[config.mk]
export PLATFORM = sky130hd
export DESIGN_NAME = mvt_mat_store
export DESIGN_NICKNAME = d
export VERILOG_FILES = /design/src/rtl/core/mvt_pkg.sv /design/src/rtl/core/mvt_mat_store.sv
export SDC_FILE = /design/constraint.sdc
export NUM_CORES = 1
export LEC_CHECK = 0
export BUFFER_PORTS_ARGS = -buffer_cell sky130_fd_sc_hd__buf_2
export CAP_MARGIN = 10
export CORE_ASPECT_RATIO = 1.1
export CORE_UTILIZATION = 30
export CTS_CLUSTER_SIZE = 24
export DETAILED_ROUTE_END_ITERATION = 10
export PLACE_DENSITY = 0.57
export SLEW_MARGIN = 20
export SYNTH_ARGS = -nofsm -noshare
export SYNTH_HDL_FRONTEND = slang
export SYNTH_SLANG_ARGS = --single-unit
[constraint.sdc]
create_clock -name clk -period 0.8 [get_ports clk]
set_clock_uncertainty 0.05 [all_clocks]
set_input_delay 0.08 -clock clk [delete_from_list [all_inputs] [get_ports clk]]
set_output_delay 0.08 -clock clk [all_outputs]
set_load 0.02 [all_outputs]
[src/rtl/core/mvt_pkg.sv]
// Shared types and constants for the 4x4 matrix-vector transform core.
// No dependencies; imported by every module in rtl/core.
`default_nettype none

package mvt_pkg;

	// Field width of every element and vector component on the ports
	localparam int FIELD_W = 32;
	// Matrix geometry: 4x4 elements, column-major, index = col * 4 + row
	localparam int LANES     = 4;
	localparam int MAT_DEPTH = 16;
	localparam int IDX_W     = 4;

	// Item command codes
	typedef enum logic {
		CMD_LOAD  = 1'b0,
		CMD_XFORM = 1'b1
	} cmd_t;

	// One input item
	typedef struct packed {
		cmd_t                      cmd;
		logic        [IDX_W-1:0]   elem_index;
		logic signed [FIELD_W-1:0] elem_value;
		logic signed [FIELD_W-1:0] vec_x;
		logic signed [FIELD_W-1:0] vec_y;
		logic signed [FIELD_W-1:0] vec_z;
		logic signed [FIELD_W-1:0] vec_w;
	} item_t;

	// One result item
	typedef struct packed {
		logic signed [FIELD_W-1:0] out_x;
		logic signed [FIELD_W-1:0] out_y;
		logic signed [FIELD_W-1:0] out_z;
		logic signed [FIELD_W-1:0] out_w;
		logic                      saturated;
	} result_t;

endpackage

`default_nettype wire

[src/rtl/core/mvt_mat_store.sv]
// Matrix element register file: 16 elements, one written per load transfer.
// Depends on mvt_pkg for the matrix depth and index width.
`default_nettype none

module mvt_mat_store
	import mvt_pkg::*;
#(
	parameter int ELEM_W = 32
) (
	input  wire logic                              clk,
	input  wire logic                              arst_n,
	input  wire logic                              wr_en,
	input  wire logic [IDX_W-1:0]                  wr_idx,
	input  wire logic [ELEM_W-1:0]                 wr_data,
	output logic      [MAT_DEPTH-1:0][ELEM_W-1:0]  mat
);

	logic [MAT_DEPTH-1:0][ELEM_W-1:0] mat_q;

	// Clear on reset, write one element per load transfer
	always_ff @(posedge clk or negedge arst_n) begin
		if (!arst_n) begin
			mat_q <= '0;
		end else if (wr_en) begin
			mat_q[wr_idx] <= wr_data;
		end
	end

	assign mat = mat_q;

endmodule

`default_nettype wire

# After elaboration in Yosys (flattened, before gate mapping)
# Cells that the tools add are included.
totals:
  reg_bits: 512
  wordCells: 22
  output_inout_bits: 512
  in_bits: 39
classes:
  n_reduce_logical: 1
  mux: 3
  n_lt_le_gt_ge: 2
ops:
  columns: ["operator", "n"]
  rows:
  - ["$bwmux 512", 1]
  - ["$demux 32 s4", 1]
  - ["$mux 32", 1]
  - ["$lt 4x5->1 const B", 1]
  - ["$ge 4x1->1 const B", 1]
  - ["$logic_and 1x1->1", 1]

# Depth between registers and ports, before layout
logic_depth:
  depth_word: 5
  mapped_depth: 5
  mapped_depth_nobuf: 3

# Worst setup path after synthesis
# No wires, ideal clock.
synth_path:
  kind: "input -> register"
  from: "in wr_idx[2]"
  to: "reg mat_q, in the netlist mat[267]"
  required_ps: 622
  arrival_ps: 1187
  path_stages: 5
  path_buffers: 2
  setup_slack_ps: -565
  setup_ps: 128
  cell_sequence: "nand3b_1 > or3_1 > clkbuf_1 > buf_2 > mux2_1"
synth_between:
  elab_chain_cells: 5
  elab_cells_between_ends: 6
  classes_between: "order compare (2); mux (3); reduce/logical (1)"
synth_rtl:
  columns: ["element", "line", "text"]
  rows:
  - ["from (decl)", "mvt_mat_store.sv:13", "input wire logic [IDX_W-1:0] wr_idx,"]
  - ["$lt 4x5->1 (not written as such) / $ge 4x1->1 (equally long branches)", "mvt_mat_store.sv:25", "mat_q[wr_idx] <= wr_data;"]
  - ["$logic_and 1x1->1 (not written as such)", "mvt_mat_store.sv:25", null]
  - ["$mux 32 (not written as such)", "mvt_mat_store.sv:25", null]
  - ["$demux 32 s4 *", "mvt_mat_store.sv:25", null]
  - ["$bwmux 512 *", "mvt_mat_store.sv:25", null]
  - ["to (signal, indexed assignment)", "mvt_mat_store.sv:25", null]
  - ["to (decl)", "mvt_mat_store.sv:18", "logic [MAT_DEPTH-1:0][ELEM_W-1:0] mat_q;"]
# Every way passes the cells marked *; elsewhere a longest branch is shown, timed or not.
# A chain may end at the register's enable or synchronous reset.

# Worst setup path in the final report
layout_path:
  from: "reg mat_q, in the netlist mat[131]"
  to: "out mat[131] in the netlist's numbering"
layout_lines:
  columns: ["element", "line", "text"]
  rows:
  - ["to (decl)", "mvt_mat_store.sv:15", "output logic [MAT_DEPTH-1:0][ELEM_W-1:0] mat"]
# No word-level cell between the ends.

==> results.cfg <==
[outcome]
status = complete, but fails checks
violations = negative hold slack, negative setup slack

[layout]
n_fill_cell = 4983
post-route-util_pct = 52.8
syn2layout_area_growth_pct = 73.3
final_nets = 2085
stdcell_area_mm2 = 0.0331
largest_reg_flops = 512
fin_cells = 2920
diodes = 0
drive_above_1_share_pct = 73.0
seq_area_mm2 = 0.0128
multi_input_area_mm2 = 0.00670

[placed_design]
place_congestion = 0.795
postPlaceCellArea_mm2 = 0.0243
io_buffers = 550
dp_cells = 2587
post-dp-hpwl_mm = 42.2

[clocking]
clkLatencyLatePin_ps = 590
cts_tree = yes
cts_hold_buffers = 25
cts_root_buf = clkbuf_16
clockBufferDepth = 3
clock-sinks = 512
htree_levels = 2
numCtsBuffers = 53
path_clk_slew_ps = 60

[routing]
drcViolationCount = 0
drt-total-wl_mm = 71.6
avgViaCountPerCell = 4.61
vias = 13473
routedWlPerCell_um = 24.5
drt_iter0_markers = 597
ant_nets = 0
dr.pass1.iters = 4

[pwr]
power_density_mw_per_mm2 = 2990
irDropWorstVdd_mv = 2.04
p_leak_nw = 15.7

[synthesis]
yosysWarnings = 0
syn_avg_cell_area_um2 = 16.8
synth_edf_count = 0
ys_types = 14
synth_nets = 1172
synthTopCellsByArea = dfrtp_1 67%, mux2_2 30%, buf_2 1.2%
synth_top_area_share_pct = 67.1
post-synth-top-count-cell = dfrtp_1
synth_flop_cell = dfrtp_1
synth_common_cells = 512 x dfrtp_1, 502 x mux2_2, 44 x buf_2
ys_seq_area_share_pct = 67.1
synth-seq-cells = 512
synth_top_area_cell = dfrtp_1
synthesis.instances = 1133
async_flop_share_pct = 100
synth_area_mm2 = 0.0191

[grt]
overflow = 0
grt_pass1_vias = 14543
antenna_found_initial = 1
grt_pass1_wl_mm = 99.3
track_usage_pct = 20.7
grt_start_max_net_pins = 36

[worst_setup_path]
worstPathRequired_ps = 670
reg2regPathDepth = 3
worstSetupPathType = flip-flop to output pin
rr_startpoint = mat[270]$_DFFE_PN0P_
r2r-end = mat[270]$_DFFE_PN0P_
cp-start-kind = flip-flop
rrSetupSlack_ps = -280
cp.arrival_ps = 1250
critical_path_peak_fanout = 2
endpoint_kind = output pin

[floorplanning]
fp-row-count = 96
coreArea_mm2 = 0.0626
dieArea_mm2 = 0.0646
start_util_pct = 30.5
design.portCount = 551
die-height_um = 267
fp.dieW_um = 242

[timing]
setup_tns_ps = -339320
max_freq_mhz = 722
hold_viol = 5
whs_ps = -17.2
rsz0062_at_grt = yes
period_minus_slack_ps = 1380
final-setup-viol-count = 1024
layout_setup_ws_ps = -585
worst-slew-pin-transition_ps = 591
slew_viol_final = 0
fin_crit_sh_pct = 173
relSlewSlack_pct = 60.6

[worst_hold_path]
hp-class = input port to async pin

[job]
maxCapViolCount = 0
[worst max-delay path, stage by stage, from the launching register on]
cell and delay [ps]:
dfrtp_1 410, buf_6 130, buf_6 120
[layout make-up]
type	count	area share, %
clock buffers	83	4.78
multi-input cells	536	20.3
flip-flops and latches	512	38.8
well taps	833	3.15
clock inverters	13	0.541
repair buffers	943	32.5
[report_power, final]
| group | switching (mW) | internal [mW] |
|---|---|---|
| Combinational | 15.8 | 21.3 |
| Clock | 10.3 | 14.8 |
| Sequential | 4.64 | 32.0 |
| Total | 30.7 | 68.1 |
[logic make-up (layout without fill, tap and decap cells)]
family / Yosys count / count (layout) / synth area share [%]
mux: 512 / 512 / 30.2
flops: 512 / 512 / 67.1
buf+inv: 85 / 1039 / 1.96
simple gates: 24 / 24 / 0.675
[worst max path at each step]
| stage | from | to | cells after the start | slack [ps] |
|---|---|---|---|---|
| global route | mat[113]$_DFFE_PN0P_ | mat[113] | 2 | -630 |
| CTS | mat[131]$_DFFE_PN0P_ | mat[131] | 2 | -630 |
| detailed placement | wr_idx[3] | mat[134]$_DFFE_PN0P_ | 5 | -790 |
| floorplan | wr_idx[2] | mat[267]$_DFFE_PN0P_ | 5 | -530 |
| finish | mat[131]$_DFFE_PN0P_ | mat[131] | 2 | -580 |
| global placement | wr_idx[3] | mat[134]$_DFFE_PN0P_ | 5 | -790 |
[per-stage QoR]
step           worst slack (ps)  power, mW
3_5_place_dp               -792       60.2
2_1_floorplan              -529       48.6
4_1_cts                    -628       97.0
3_3_place_gp               -794       59.7
5_1_grt                    -633        103
6_report                   -585       98.8
[per-layer routing]
layer | wire length [um] | global-route usage [%] | up-vias
met1 | 29300 | 26.0 | 7096
met5 | 0 | 0 | -
li1 | - | - | 5799
met2 | 35500 | 34.5 | 462
met4 | 2200 | 7.05 | 0
met3 | 4580 | 5.36 | 116
[cell usage in the layout, fill, tap and decap left out, drive strengths merged]
cell type	count
clkbuf	94
nand2	2
bufinv	4
dfrtp	512
buf	907
nor2	10
clkinv	6
mux2	512
nand2b	3
nor2b	1
nand3b	3
dlygate4sd3	25
nand3	1
nor3b	1
or3	3
inv	3
[timing repair]
item	in CTS	in global routing
resized for setup	1237	123
buffers inserted	87	110
hold endpoints to repair	728	5
cloned	20	13
setup endpoints to repair	978	1024
pin swaps	8	8
(Power assumes the default switching activity.)
